## src/hw/rtl/bit_mask_plane_and_pixel_masker_unit_assert.svh

```systemverilog
// assertion macros for the mask plane unit
`ifndef BIT_MASK_PLANE_AND_PIXEL_MASKER_UNIT_ASSERT_SVH
`define BIT_MASK_PLANE_AND_PIXEL_MASKER_UNIT_ASSERT_SVH

`ifndef NO_ASSERTIONS
// property that holds at every edge out of reset
`define BMPM_ASSERT(lbl, prop, msg) \
  lbl: assert property (@(posedge clk) disable iff (rst) (prop)) else $error(msg);
// condition in one cycle implies a condition in the next
`define BMPM_ASSERT_NEXT(lbl, pre, post, msg) \
  lbl: assert property (@(posedge clk) disable iff (rst) (pre) |=> (post)) else $error(msg);
`else
`define BMPM_ASSERT(lbl, prop, msg)
`define BMPM_ASSERT_NEXT(lbl, pre, post, msg)
`endif

`endif

```

## src/hw/rtl/bmpm_pkg.sv

```systemverilog
// shared types, codes and a helper function of the mask plane unit
package bmpm_pkg;

  localparam int CMD_W     = 3;
  localparam int COORD_W   = 8;
  localparam int SIZE_W    = 9;
  localparam int PIX_W     = 32;
  localparam int BIDX_W    = 17;
  localparam int CFG_W     = 9;
  localparam int CFG_IDX_W = 2;

  // command codes
  localparam logic [CMD_W-1:0] CMD_SET       = 3'd0;
  localparam logic [CMD_W-1:0] CMD_CLEAR     = 3'd1;
  localparam logic [CMD_W-1:0] CMD_QUERY     = 3'd2;
  localparam logic [CMD_W-1:0] CMD_FILL_RECT = 3'd3;
  localparam logic [CMD_W-1:0] CMD_FILL_ALL  = 3'd4;
  localparam logic [CMD_W-1:0] CMD_INVERT    = 3'd5;
  localparam logic [CMD_W-1:0] CMD_APPLY     = 3'd6;
  localparam logic [CMD_W-1:0] CMD_NOP       = 3'd7;

  // configuration register indexes
  localparam logic [CFG_IDX_W-1:0] REG_MASK_WIDTH  = 2'd0;
  localparam logic [CFG_IDX_W-1:0] REG_MASK_HEIGHT = 2'd1;
  localparam logic [CFG_IDX_W-1:0] REG_PIXEL_DEPTH = 2'd2;
  localparam logic [CFG_IDX_W-1:0] REG_WHITE_VALUE = 2'd3;

  // pixel depth codes
  localparam logic [1:0] DEPTH_1BIT  = 2'd0;
  localparam logic [1:0] DEPTH_8BIT  = 2'd1;
  localparam logic [1:0] DEPTH_24BIT = 2'd2;
  localparam logic [1:0] DEPTH_32BIT = 2'd3;

  // bit packing and fill bytes
  localparam logic [7:0] BIT_MSB   = 8'h80;
  localparam logic [7:0] BYTE_ONES = 8'hFF;

  // register reset values
  localparam logic [8:0] RST_MASK_WIDTH  = 9'd256;
  localparam logic [8:0] RST_MASK_HEIGHT = 9'd256;
  localparam logic [1:0] RST_PIXEL_DEPTH = DEPTH_8BIT;
  localparam logic [7:0] RST_WHITE_VALUE = 8'd255;

  typedef struct packed {
    logic [8:0] mask_width;
    logic [8:0] mask_height;
    logic [1:0] pixel_depth;
    logic [7:0] white_value;
  } cfg_t;

  typedef struct packed {
    logic [CMD_W-1:0]   cmd;
    logic [COORD_W-1:0] x;
    logic [COORD_W-1:0] y;
    logic [SIZE_W-1:0]  rect_width;
    logic [SIZE_W-1:0]  rect_height;
    logic               bit_value;
    logic [PIX_W-1:0]   pixel_in;
  } item_t;

  typedef struct packed {
    logic             is_set;
    logic             apply;
    logic [PIX_W-1:0] pixel;
  } res_t;

  typedef struct packed {
    logic wr_en;
    logic rd_en;
  } store_ctl_t;

  // replace a masked-out pixel with the white byte as the depth dictates
  function automatic logic [PIX_W-1:0] mask_pixel(input logic [PIX_W-1:0] px,
                                                  input logic keep,
                                                  input logic [1:0] depth,
                                                  input logic [7:0] wv);
    logic [PIX_W-1:0] r;
    r = px;
    if (!keep) begin
      case (depth) inside
        DEPTH_1BIT: r = (wv == 8'd1) ? {px[PIX_W-1:1], 1'b1} : {px[PIX_W-1:1], 1'b0};
        DEPTH_8BIT: r = {px[PIX_W-1:8], wv};
        DEPTH_24BIT, DEPTH_32BIT: r = {px[PIX_W-1:24], wv, wv, wv};
        default: r = px;
      endcase
    end
    return r;
  endfunction

endpackage

```

## src/hw/rtl/bmpm_seq.sv

```systemverilog
// sequencer: address math, read-modify-write of the store, fills and sweeps
`include "bit_mask_plane_and_pixel_masker_unit_assert.svh"
module bmpm_seq import bmpm_pkg::*; #(
  parameter int MAX_WIDTH   = 256,
  parameter int MAX_HEIGHT  = 256,
  parameter int STORE_BYTES = 8192,
  parameter int AW          = 13
) (
  input  logic          clk,
  input  logic          rst,
  input  cfg_t          cfg,
  input  item_t         item,
  input  logic          in_valid,
  output logic          in_ready,
  output res_t          res,
  output logic          done,
  input  logic          slot_free,
  output store_ctl_t    store_ctl,
  output logic [AW-1:0] wr_addr,
  output logic [7:0]    wr_data,
  output logic [AW-1:0] rd_addr,
  input  logic [7:0]    rd_data
);

  localparam logic [2:0] S_SWEEP = 3'd0;
  localparam logic [2:0] S_IDLE  = 3'd1;
  localparam logic [2:0] S_ADDR  = 3'd2;
  localparam logic [2:0] S_READ  = 3'd3;
  localparam logic [2:0] S_MOD   = 3'd4;
  localparam logic [2:0] S_RESP  = 3'd5;
  localparam logic [2:0] S_FR_RD = 3'd6;
  localparam logic [2:0] S_FR_WR = 3'd7;

  localparam logic [AW:0] STORE_END = (AW+1)'(STORE_BYTES);

  logic [2:0]        state;
  logic [2:0]        state_next;
  item_t             item_q;

  // sweep control
  logic [AW:0]       sweep_cnt;
  logic [AW:0]       sweep_end;
  logic              sweep_inv;
  logic [7:0]        sweep_val;
  logic              sweep_clr;
  logic              pend_valid;
  logic [AW-1:0]     pend_addr;
  logic              sweep_more;

  // bit walker
  logic [BIDX_W-1:0] cur_b;
  logic [BIDX_W-1:0] row_b;
  logic [8:0]        cur_x;
  logic [8:0]        cur_y;
  logic [8:0]        xe;
  logic [8:0]        ye;
  logic              in_plane;
  logic              res_is_set;

  // combinational helpers
  logic [8:0]        eff_w;
  logic [8:0]        eff_h;
  logic [9:0]        x_sum;
  logic [9:0]        y_sum;
  logic [8:0]        xe_c;
  logic [8:0]        ye_c;
  logic              rect_any;
  logic              rect_last;
  logic [6:0]        wbytes_c;
  logic [15:0]       pbytes_c;
  logic [AW:0]       plane_end_c;
  logic [BIDX_W-1:0] bidx_c;
  logic [AW-1:0]     byte_addr;
  logic [7:0]        bit_mask;
  logic              hit;

  // plane size saturated to the store
  always_comb begin
    eff_w = cfg.mask_width;
    eff_h = cfg.mask_height;
    if (32'(cfg.mask_width) > MAX_WIDTH) begin
      eff_w = 9'(MAX_WIDTH);
    end
    if (32'(cfg.mask_height) > MAX_HEIGHT) begin
      eff_h = 9'(MAX_HEIGHT);
    end
  end

  // rectangle clipping and plane byte count
  always_comb begin
    x_sum       = 10'(item_q.x) + 10'(item_q.rect_width);
    y_sum       = 10'(item_q.y) + 10'(item_q.rect_height);
    xe_c        = (x_sum > 10'(eff_w)) ? eff_w : x_sum[8:0];
    ye_c        = (y_sum > 10'(eff_h)) ? eff_h : y_sum[8:0];
    rect_any    = (9'(item_q.x) < xe_c) && (9'(item_q.y) < ye_c);
    wbytes_c    = 7'((10'(eff_w) + 10'd7) >> 3);
    pbytes_c    = 16'(wbytes_c) * 16'(eff_h);
    plane_end_c = (AW+1)'(pbytes_c);
    bidx_c      = BIDX_W'(eff_w) * BIDX_W'(item_q.y) + BIDX_W'(item_q.x);
  end

  // byte address and bit lane of the current bit
  assign byte_addr  = AW'(cur_b >> 3);
  assign bit_mask   = BIT_MSB >> cur_b[2:0];
  assign hit        = |(rd_data & bit_mask);
  assign sweep_more = sweep_cnt < sweep_end;
  assign rect_last  = (cur_x + 9'd1 >= xe) && (cur_y + 9'd1 >= ye);

  // next state
  always_comb begin
    state_next = state;
    unique case (state)
      S_SWEEP: begin
        if (!sweep_more && !pend_valid) begin
          state_next = sweep_clr ? S_IDLE : S_RESP;
        end
      end
      S_IDLE: begin
        if (in_valid) begin
          state_next = S_ADDR;
        end
      end
      S_ADDR: begin
        unique case (item_q.cmd) inside
          CMD_SET, CMD_CLEAR, CMD_QUERY, CMD_APPLY: state_next = S_READ;
          CMD_FILL_RECT: state_next = rect_any ? S_FR_RD : S_RESP;
          CMD_FILL_ALL, CMD_INVERT: state_next = S_SWEEP;
          default: state_next = S_RESP;
        endcase
      end
      S_READ:  state_next = S_MOD;
      S_MOD:   state_next = S_RESP;
      S_RESP: begin
        if (slot_free) begin
          state_next = S_IDLE;
        end
      end
      S_FR_RD: state_next = S_FR_WR;
      S_FR_WR: state_next = rect_last ? S_RESP : S_FR_RD;
    endcase
  end

  // store port drive
  always_comb begin
    store_ctl = '0;
    wr_addr   = byte_addr;
    rd_addr   = byte_addr;
    wr_data   = rd_data;
    case (state)
      S_SWEEP: begin
        if (sweep_more) begin
          if (sweep_inv) begin
            store_ctl.rd_en = 1'b1;
            rd_addr         = sweep_cnt[AW-1:0];
          end else begin
            store_ctl.wr_en = 1'b1;
            wr_addr         = sweep_cnt[AW-1:0];
            wr_data         = sweep_val;
          end
        end
        if (pend_valid) begin
          store_ctl.wr_en = 1'b1;
          wr_addr         = pend_addr;
          wr_data         = ~rd_data;
        end
      end
      S_READ:  store_ctl.rd_en = in_plane;
      S_FR_RD: store_ctl.rd_en = 1'b1;
      S_MOD: begin
        if (in_plane && (item_q.cmd == CMD_SET || item_q.cmd == CMD_CLEAR)) begin
          store_ctl.wr_en = 1'b1;
          wr_data = (item_q.cmd == CMD_SET) ? (rd_data | bit_mask) : (rd_data & ~bit_mask);
        end
      end
      S_FR_WR: begin
        store_ctl.wr_en = 1'b1;
        wr_data = item_q.bit_value ? (rd_data | bit_mask) : (rd_data & ~bit_mask);
      end
      default: ;
    endcase
  end

  // control state; reset starts the clearing pass over the whole store
  always_ff @(posedge clk) begin
    if (rst) begin
      state      <= S_SWEEP;
      sweep_cnt  <= '0;
      sweep_end  <= STORE_END;
      sweep_inv  <= 1'b0;
      sweep_val  <= '0;
      sweep_clr  <= 1'b1;
      pend_valid <= 1'b0;
    end else begin
      state <= state_next;
      case (state)
        S_SWEEP: begin
          if (sweep_more) begin
            sweep_cnt  <= sweep_cnt + 1'b1;
            pend_valid <= sweep_inv;
          end else begin
            pend_valid <= 1'b0;
          end
        end
        S_ADDR: begin
          sweep_cnt  <= '0;
          sweep_end  <= plane_end_c;
          sweep_inv  <= (item_q.cmd == CMD_INVERT);
          sweep_val  <= item_q.bit_value ? BYTE_ONES : 8'h00;
          sweep_clr  <= 1'b0;
          pend_valid <= 1'b0;
        end
        default: ;
      endcase
    end
  end

  // request payload and bit walker
  always_ff @(posedge clk) begin
    if (in_valid && in_ready) begin
      item_q <= item;
    end
    case (state)
      S_SWEEP: pend_addr <= sweep_cnt[AW-1:0];
      S_ADDR: begin
        cur_b      <= bidx_c;
        row_b      <= bidx_c;
        cur_x      <= 9'(item_q.x);
        cur_y      <= 9'(item_q.y);
        xe         <= xe_c;
        ye         <= ye_c;
        in_plane   <= (9'(item_q.x) < eff_w) && (9'(item_q.y) < eff_h);
        res_is_set <= 1'b0;
      end
      S_MOD: begin
        res_is_set <= in_plane && hit &&
                      (item_q.cmd == CMD_QUERY || item_q.cmd == CMD_APPLY);
      end
      S_FR_WR: begin
        if (cur_x + 9'd1 < xe) begin
          cur_x <= cur_x + 9'd1;
          cur_b <= cur_b + 1'b1;
        end else begin
          cur_x <= 9'(item_q.x);
          cur_y <= cur_y + 9'd1;
          row_b <= row_b + BIDX_W'(eff_w);
          cur_b <= row_b + BIDX_W'(eff_w);
        end
      end
      default: ;
    endcase
  end

  assign in_ready   = (state == S_IDLE);
  assign done       = (state == S_RESP);
  assign res.is_set = res_is_set;
  assign res.apply  = (item_q.cmd == CMD_APPLY);
  assign res.pixel  = item_q.pixel_in;

  `BMPM_ASSERT(a_no_rw_clash, !(store_ctl.wr_en && store_ctl.rd_en && wr_addr == rd_addr), "read and write hit the same byte in one cycle")
  `BMPM_ASSERT(a_wr_in_store, !store_ctl.wr_en || ((AW+1)'(wr_addr) < STORE_END), "write beyond the store")
  `BMPM_ASSERT(a_sweep_bound, state != S_SWEEP || sweep_cnt <= sweep_end, "sweep ran past its end")
  `BMPM_ASSERT_NEXT(a_accept_addr, in_valid && in_ready, state == S_ADDR, "accepted request not decoded")

endmodule

```

## config.mk

```make
export PLATFORM = sky130hd
export DESIGN_NAME = bmpm_seq
export DESIGN_NICKNAME = d
export VERILOG_FILES = /design/src/hw/rtl/bmpm_pkg.sv /design/src/hw/rtl/bmpm_seq.sv
export VERILOG_INCLUDE_DIRS = /design/src /design/src/hw/rtl
export SDC_FILE = /design/constraint.sdc
export NUM_CORES = 1
export LEC_CHECK = 0
export ABC_CLOCK_PERIOD_IN_PS = 8200
export BUFFER_PORTS_ARGS = -buffer_cell sky130_fd_sc_hd__buf_2
export CAP_MARGIN = 20
export CORE_MARGIN = 2
export CORE_UTILIZATION = 55
export DETAILED_ROUTE_END_ITERATION = 10
export GPL_ROUTABILITY_DRIVEN = 0
export PLACE_DENSITY = 0.76
export SYNTH_ARGS = -nofsm -noshare
export SYNTH_HDL_FRONTEND = slang
export SYNTH_SLANG_ARGS = --single-unit
```

## constraint.sdc

```tcl
create_clock -name clk -period 8.2 [get_ports clk]
set_input_delay 0.41 -clock clk [delete_from_list [all_inputs] [get_ports clk]]
set_output_delay 0.41 -clock clk [all_outputs]
set_load 0.02 [all_outputs]
```

# Word level (Yosys, flattened, before mapping)
# Cells that the tools add are included.
# Widths: inputs -> output; s select.
# totals
register_bits	197
latch_bits	0
mem_bits_rw	0
rom_bits	0
inputBits	110
mem_count	0
# classes
n_addsub	9
multipliers	2
div	0
n_lt_le_gt_ge	12
n_eq_ne	18
n_shift	1
mux	47
n_bitwise	5
reduce_logical	23
# op_table
operator	n
$mux 13	7
$pmux 17 s2	2
$mux 8	7
$mux 9	6
$lt 8x9->1	4
$pmux 9 s2	2
$mux 17	2
$pmux 14 s2	1
$pmux 3 s8	1
$pmux 8 s3	1
$eq 3x3->1 const B	7
$add 8x9->10	2
$gt 10x9->1	2
$add 9x1->9 const B	2
$ge 9x9->1	2
$gt 9x9->1 const B	2
$add 17x1->17 const B	1
$add 17x8->17	1
$add 17x9->17	1
$mul 9x8->17	1
$and 8x8->8	2
$not 8->8	2
$add 14x1->14 const B	1
$lt 14x14->1	1
other kinds (26)	57

# Logic depth before layout (Yosys ltp)
# Gate-level depths: netlist of the first run.
# logic_depth
ltp_word	9
ltp_mapped	25

# Worst setup path after synthesis of the first run
# No wires, ideal clock.
# synth_timing
path_kind	input -> register
startpoint	input cfg[27] in the netlist's numbering
endpoint	register sweep_end[13]
setup_time_ns	0.124
arrival_ns	5.669
t_required_ns	8.076
setup_slack_ns	2.407
stages	23
cell_sequence	buf_2 > nor2b_1 > or3_4 > and3_1 > buf_2 > and3_1 > xnor2_1 > nand2_1 > fa_1 > fa_1 > inv_1 > fa_1 > inv_1 > fa_1 > inv_1 > ha_1 > or3_1 > o21ai_0 > nor3_1 > a2111oi_0 > nor3_1 > nor4_1 > nor3_1
# synth_between
elab_chain_len	4
# synth_lines
element	line_no	source
from (decl)	bmpm_seq.sv:11	input cfg_t cfg,
$gt 9x9->1	bmpm_seq.sv:81	if (32'(cfg.mask_width) > MAX_WIDTH) begin
$mux 9 (*)	bmpm_seq.sv:81	
$add 9x3->10 (*)	bmpm_seq.sv:96	wbytes_c = 7'((10'(eff_w) + 10'd7) >> 3);
$mul 7x9->14 (*)	bmpm_seq.sv:97	pbytes_c = 16'(wbytes_c) * 16'(eff_h);
to (signal assigned)	bmpm_seq.sv:206	sweep_end <= plane_end_c;
to (decl)	bmpm_seq.sv:42	logic [AW:0] sweep_end;
# Every way passes the cells marked *; elsewhere a longest branch is shown, timed or not.
# A chain may end at the register's enable or synchronous reset.

# Worst setup path in the final report of the first run
# Ends and elaborated chain as after synthesis.

==> metrics.cfg, run 1 <==
[synth]
syn_area_um2 = 16300
synth-seq-cells = 188
synth_warnings = 0
ys_types = 71
syn_area_per_cell_um2 = 9.31
async_flop_share_pct = 0
ys_seq_area_share_pct = 32.5
yosys_most_used_dff = edfxtp_1
synth_edf_count = 153
netlist_instances = 1749

[route]
detail-route-antenna-nets = 0
drt-vias-per-instance = 5.76
routedWlPerCell_um = 17.6
vias = 13000
drt-total-wl_um = 39900
drtIter0Drc = 1070
drtPass1Iterations = 7
drc = 0

[clock_network]
post_cts_buffers = 0
cts-resized-gates = 0
cts-root-buf = clkbuf_16
cts_buffer_depth = 2
cts_made_buffers = 17
holdBufCountCts = 0
h-tree-depth = 4
cts_num_sinks = 188
path_clk_slew_ps = 80
clk-insertion-delay-late_ps = 450
cts_tree = built

[place]
port_buffers = 171
place_area_um2 = 17300
dp_hpwl_um = 30600

[power]
power.leakage_uw = 0.00817
power.density_nw_per_um2 = 137
ir_drop_uv = 152

[layout]
fin_area_um2 = 17900
fillers = 2341
drive_gt1_share_pct = 13.5
area.sequential_um2 = 5300
final_common_cell = nand2_1
multi_input_area_um2 = 9810
final_cell_mix = nand2_1 (227), inv_1 (185), ha_1 (174)
final_nets = 2236
syn_to_final_growth_pct = 10.2

[grt]
grt_max_degree = 71
overflow = 0
grt_first_pass_wirelength_um = 65000
first_global_vias = 13200
gr-usage-all-layers_pct = 26.4
antenna_found_initial = 1

[die]
die_width_um = 176
core_area_um2 = 28900
ios = 182
start_util_pct = 56.3
die_area_um2 = 31000
die_h_um = 176
rows = 62

[sta]
final_hold_viol_count = 0
skew_ps = 8.26
rsz0062_at_grt = no
hold_ws_ps = 131
max_slew_margin_pct = 38.8
worst_pin_slew_ps = 918
finalSetupViolCount = 0
fin_crit_sh_pct = 73.9
max_freq_mhz = 165
report.final.slew_viol_count = 0
tns_ps = 0
fin_crit_ps = 6060

[setup_path]
arrival_ps = 6390
reg2reg_slack_ps = 2530
critical_path_class = primary input to flop
crit_buf_inv = 5
max_stage_delay_ps = 540
rr_startpoint = item_q[51]
cp-end-kind = flop
crit_family = adder cells
path_cells = buf_2, nor2b_1, buf_4, or3_4, and3_1, and3_1, xnor2_1, nand2_1, fa_1, fa_1, inv_1, fa_1, inv_1, fa_1, inv_1, ha_1, or3_1, o21ai_0, nor3_1, a2111oi_0, nor3_1, nor4_1, nor3_1
crit_slowest_cell = fa_1
start_kind = primary input
required_ps = 8530
reg2reg_depth = 23
path_common_cell = fa_1
cp_max_fo = 12
r2r-end = state[1]

[min_path]
hold_class = primary input to flop
worstHoldEndpoint = item_q[41]
min_from = item[41]
holdPathStages = 1

[status]
status = finished, final reports clean

[job]
drv_cap = 0

worst max path at each step:
stage          startpoint       endpoint  slack (ps)  cells after the start
2_1_floorplan     cfg[27]  sweep_end[13]        2410                     23
3_3_place_gp      cfg[27]  sweep_end[13]        1820                     23
3_5_place_dp      cfg[27]  sweep_end[13]        1700                     23
4_1_cts           cfg[27]  sweep_end[13]        2180                     23
5_1_grt           cfg[27]  sweep_end[13]        1860                     24
6_report          cfg[27]  sweep_end[13]        2140                     23
logic make-up (layout without fill, tap and decap cells):
group / Yosys count / in the layout / share of synthesized area, %
AND/OR/NAND/NOR: 544 / 544 / 15.4
AO/OA/AOI/OAI: 357 / 357 / 13.9
XOR/XNOR: 91 / 91 / 4.89
multiplexers: 27 / 27 / 1.98
other: 2 / 8 / 0.0461
buffers and inverters: 281 / 407 / 7.37
flip-flops: 188 / 188 / 32.5
adder cells (fa/ha/maj): 259 / 259 / 23.8
routing by layer:
| metal | global-route usage [%] | routed length [µm] | share of wire [%] |
|---|---|---|---|
| met1 | 34.4 | 17400 | 44 |
| met2 | 43.6 | 18500 | 46 |
| met3 | 4.69 | 2850 | 7.1 |
| met4 | 10.5 | 1190 | 3.0 |
| met5 | 0 | 0 | 0 |
stage by stage:
step                      worst slack (ps)  instances  power, µW  util (%)
final                                 2140       2265       2470      62.0
after global routing                  1860       2265       2590      62.0
after CTS                             2180       2262       2470      61.8
after detailed placement              1700       2230       1620      59.7
after global placement                1820       2230       1600      59.7
after floorplan                       2410       1754       1480         -
sequential cells by signal, summed over array words and instances (netlist names), 13 cells and up:
signal	cells
sweep_end	14
row_b	16
pend_addr	13
res	32
item_q	38
cur_b	16
sweep_cnt	14
Yosys cell counts (3+ instances only):
master	number	area share (%)
nand2_1	227	5.2
inv_1	185	4.3
ha_1	174	13
edfxtp_1	153	28
a21oi_1	106	3.3
nor2_1	98	2.3
o21ai_0	94	2.9
fa_1	85	10
xnor2_1	53	2.9
nand3_1	52	1.6
clkbuf_1	46	1.1
xor2_1	38	2.0
and2_1	35	1.3
dfxtp_1	35	4.3
buf_4	33	1.5
nor3_1	31	0.95
a21o_1	26	1.2
o22ai_1	26	1.0
and3_1	23	0.88
nor2b_1	21	0.81
o21a_1	16	0.74
or3_1	15	0.58
nand4_1	13	0.50
o211ai_1	13	0.60
nand2b_1	12	0.46
a211oi_1	10	0.46
buf_1	10	0.23
mux2_2	10	0.69
mux2i_1	9	0.55
o21bai_1	9	0.41
o221ai_1	9	0.48
o31ai_1	9	0.41
mux2_4	8	0.74
buf_2	5	0.15
a31oi_1	4	0.15
nor4_1	3	0.12
o2111ai_1	3	0.16
or2_2	3	0.12
area by class of cell:
| class | instances | share of cell area, % |
|---|---|---|
| multi-input cells | 1285 | 54.7 |
| flip-flops and latches | 188 | 29.5 |
| repair buffers | 190 | 5.79 |
| inverters | 185 | 3.87 |
| well taps | 384 | 2.68 |
| clock buffers | 18 | 2.51 |
| clock inverters | 14 | 0.934 |
| diodes | 1 | 0.0139 |
power by group:
group | internal, µW | switching (µW) | total [µW]
clock | 431 | 425 | 856
combinational | 238 | 320 | 558
sequential | 1050 | 3.32 | 1050
Note: power is estimated with default switching activity, not from simulation.
==> run 2: changes to the inputs <==
--- a/config.mk
+++ b/config.mk
@@ -6,14 +6,14 @@
 export SDC_FILE = /design/constraint.sdc
 export NUM_CORES = 1
 export LEC_CHECK = 0
-export ABC_CLOCK_PERIOD_IN_PS = 8200
+export ABC_CLOCK_PERIOD_IN_PS = 5470
 export BUFFER_PORTS_ARGS = -buffer_cell sky130_fd_sc_hd__buf_2
 export CAP_MARGIN = 20
 export CORE_MARGIN = 2
 export CORE_UTILIZATION = 55
 export DETAILED_ROUTE_END_ITERATION = 10
 export GPL_ROUTABILITY_DRIVEN = 0
-export PLACE_DENSITY = 0.76
+export PLACE_DENSITY = 0.79
 export SYNTH_ARGS = -nofsm -noshare
 export SYNTH_HDL_FRONTEND = slang
 export SYNTH_SLANG_ARGS = --single-unit
==> constraint.sdc (replaced) <==
create_clock -name clk -period 5.47 [get_ports clk]
set_input_delay 0.2735 -clock clk [delete_from_list [all_inputs] [get_ports clk]]
set_output_delay 0.2735 -clock clk [all_outputs]
set_load 0.02 [all_outputs]
==> metrics.cfg, run 2 (synthesis gave the netlist of run 1 again) <==
[setup_path]
start_kind = flop
reg2reg_depth = 24  ; +4.3%
reg2reg_slack_ps = 220  ; -2310 ps
cp-end-kind = flop
critPathCapture = state[1]
r2r-end = state[1]
required_ps = 5820  ; -2710 ps
rr_startpoint = item_q[59]
arrival_ps = 5600  ; -790 ps
cp_max_fo = 12  ; unchanged
critical_path_class = flop to flop
startpoint = item_q[59]

[grt]
grt_first_pass_wirelength_um = 69800  ; +7.3%
first_global_vias = 13800  ; +5.1%
grt_max_degree = 71  ; unchanged
overflow = 0  ; unchanged
antenna_found_initial = 1  ; unchanged
gr-usage-all-layers_pct = 28.4  ; +2.1 points

[min_path]
hold_class = primary input to flop
min_from = item[56]

[layout]
largest_reg_flops = 38  ; unchanged
area.sequential_um2 = 5300  ; unchanged
syn_to_final_growth_pct = 15.5
antenna_cells = 0  ; -1
fin_area_um2 = 18800  ; +4.8%
top_register = item_q
multi_input_area_um2 = 9850  ; +0.32%
drive_gt1_share_pct = 14.9  ; +1.4 points
stdcell_count = 2361  ; +4.2%
fillers = 2224  ; -5.0%
final_common_cell = nand2_1
final_nets = 2333  ; +4.3%
final_cell_mix = nand2_1 (227), inv_1 (185), ha_1 (173)

[place]
place_inst = 2263  ; +1.5%
place_area_um2 = 17500  ; +1.5%
pre_cts_slack_ps = -235  ; -1940 ps
port_buffers = 171  ; unchanged
dp_hpwl_um = 32300  ; +5.6%

[route]
detail-route-antenna-nets = 0  ; unchanged
vias = 13700  ; +5.3%
drt-total-wl_um = 43600  ; +9.2%
drt-vias-per-instance = 5.81  ; +1.0%
drc = 0  ; unchanged
routedWlPerCell_um = 18.5  ; +4.7%
drtIter0Drc = 1204  ; +13%
drtPass1Iterations = 5  ; -2

[sta]
finalSetupViolCount = 0  ; unchanged
rsz0062_at_grt = yes
skew_ps = 10.9  ; +2.69 ps
max_slew_margin_pct = 36.2  ; -2.6 points
tns_ps = 0  ; unchanged
worst_pin_slew_ps = 950  ; +31.3 ps
max_freq_mhz = 190
timing.final.ws_setup_ps = 217  ; -1920 ps
report.final.slew_viol_count = 0  ; unchanged
fin_crit_sh_pct = 96.0
final_hold_viol_count = 0  ; unchanged
fin_crit_ps = 5250

[die]
start_util_pct = 56.3  ; unchanged
die_area_um2 = 31000  ; unchanged
rows = 62  ; unchanged
die_width_um = 176  ; unchanged
ios = 182  ; unchanged
die_h_um = 176  ; unchanged
core_area_um2 = 28900  ; unchanged

[clock_network]
h-tree-depth = 4  ; unchanged
cts-root-buf = clkbuf_16
clk-insertion-delay-late_ps = 460  ; about the same
cts_num_sinks = 188  ; unchanged
path_clk_slew_ps = 70  ; about the same
cts_tree = built
cts_buffer_depth = 2  ; unchanged
cts_made_buffers = 17  ; unchanged

[power]
ir_drop_uv = 197  ; +30%
power_uw = 3730  ; +51%
power.density_nw_per_um2 = 198  ; +44%
power.leakage_uw = 0.00859  ; +5.2%

[job]
drv_cap = 0  ; unchanged

[status]
status = finished, final reports clean

==> run 2: cell types whose count changed in the layout (fill, tap and decap cells not counted), sizes merged <==
cell         previous run  this run
dlygate4sd3             0        62
clkinvlp                0         1
clkinv                  8         7
diode                   1         0
buf                   190       225
==> run 2: worst max-delay path, stage by stage, from the launching register on <==
cell       delay [ps]
edfxtp_1          550
ha_1              300
fa_1              400
a21oi_1           220
o211ai_1          170
o41ai_2           290
xnor2_1           170
ha_1              350
o21ai_0            90
nor2_1            120
a2bb2oi_1         180
a21oi_1            90
buf_4             200
o21ai_0           290
inv_1              90
ha_1              320
o21a_1            120
o21ai_0            80
a21oi_1           130
a21oi_1            90
o21a_1            170
a211oi_1          260
buf_4             200
o211ai_1           90
and3_1            180
==> run 2: final cells by class <==
class                           count  share of cell area [%]
Multi-Input combinational cell   1285                    52.4
Clock buffer                       18                    2.40
Sequential cell                   188                    28.2
Clock inverter                     14                   0.685
Timing Repair Buffer              287                    10.2
Tap cell                          384                    2.56
Inverter                          185                    3.69
==> run 2: through the flow <==
stage | hold slack [ps] | utilization (%)
floorplan | 372 | -
global placement | 434 | 60.6
detailed placement | 442 | 60.6
CTS | 0.584 | 64.7
global route | 3.89 | 65.0
finish | 7.68 | 65.0
==> run 2: worst min-delay path by stage <==
stage	to	slack, ps	depth (start not counted)
detailed placement	sweep_clr	440	1
finish	item_q[56]	8	1
global placement	sweep_clr	430	1
CTS	item_q[38]	0.6	1
global route	item_q[39]	4	1
floorplan	item_q[32]	370	0
==> run 2: power by group <==
| part | internal, µW | switching, µW | leakage, µW |
|---|---|---|---|
| combinational | 405 | 502 | 0.00661 |
| sequential | 1570 | 5.17 | 0.00169 |
| clock | 626 | 618 | 0.000285 |
| total | 2600 | 1130 | 0.00859 |
==> run 2: what timing repair did <==
item | 4_1_cts | 5_1_grt
endpoints found under the hold margin | 62 | 0
setup buffers | 0 | 2
endpoints found under the setup margin | 0 | 5
hold buffers | 62 | 0
resized for setup | 0 | 6
==> run 2: metal layers <==
metal,wire (µm),up-vias,global-route usage [%]
li1,-,6464,-
met1,17900,6495,36.0
met2,20500,680,48.5
met3,3750,88,5.30
met4,1370,2,10.8
met5,8,-,0
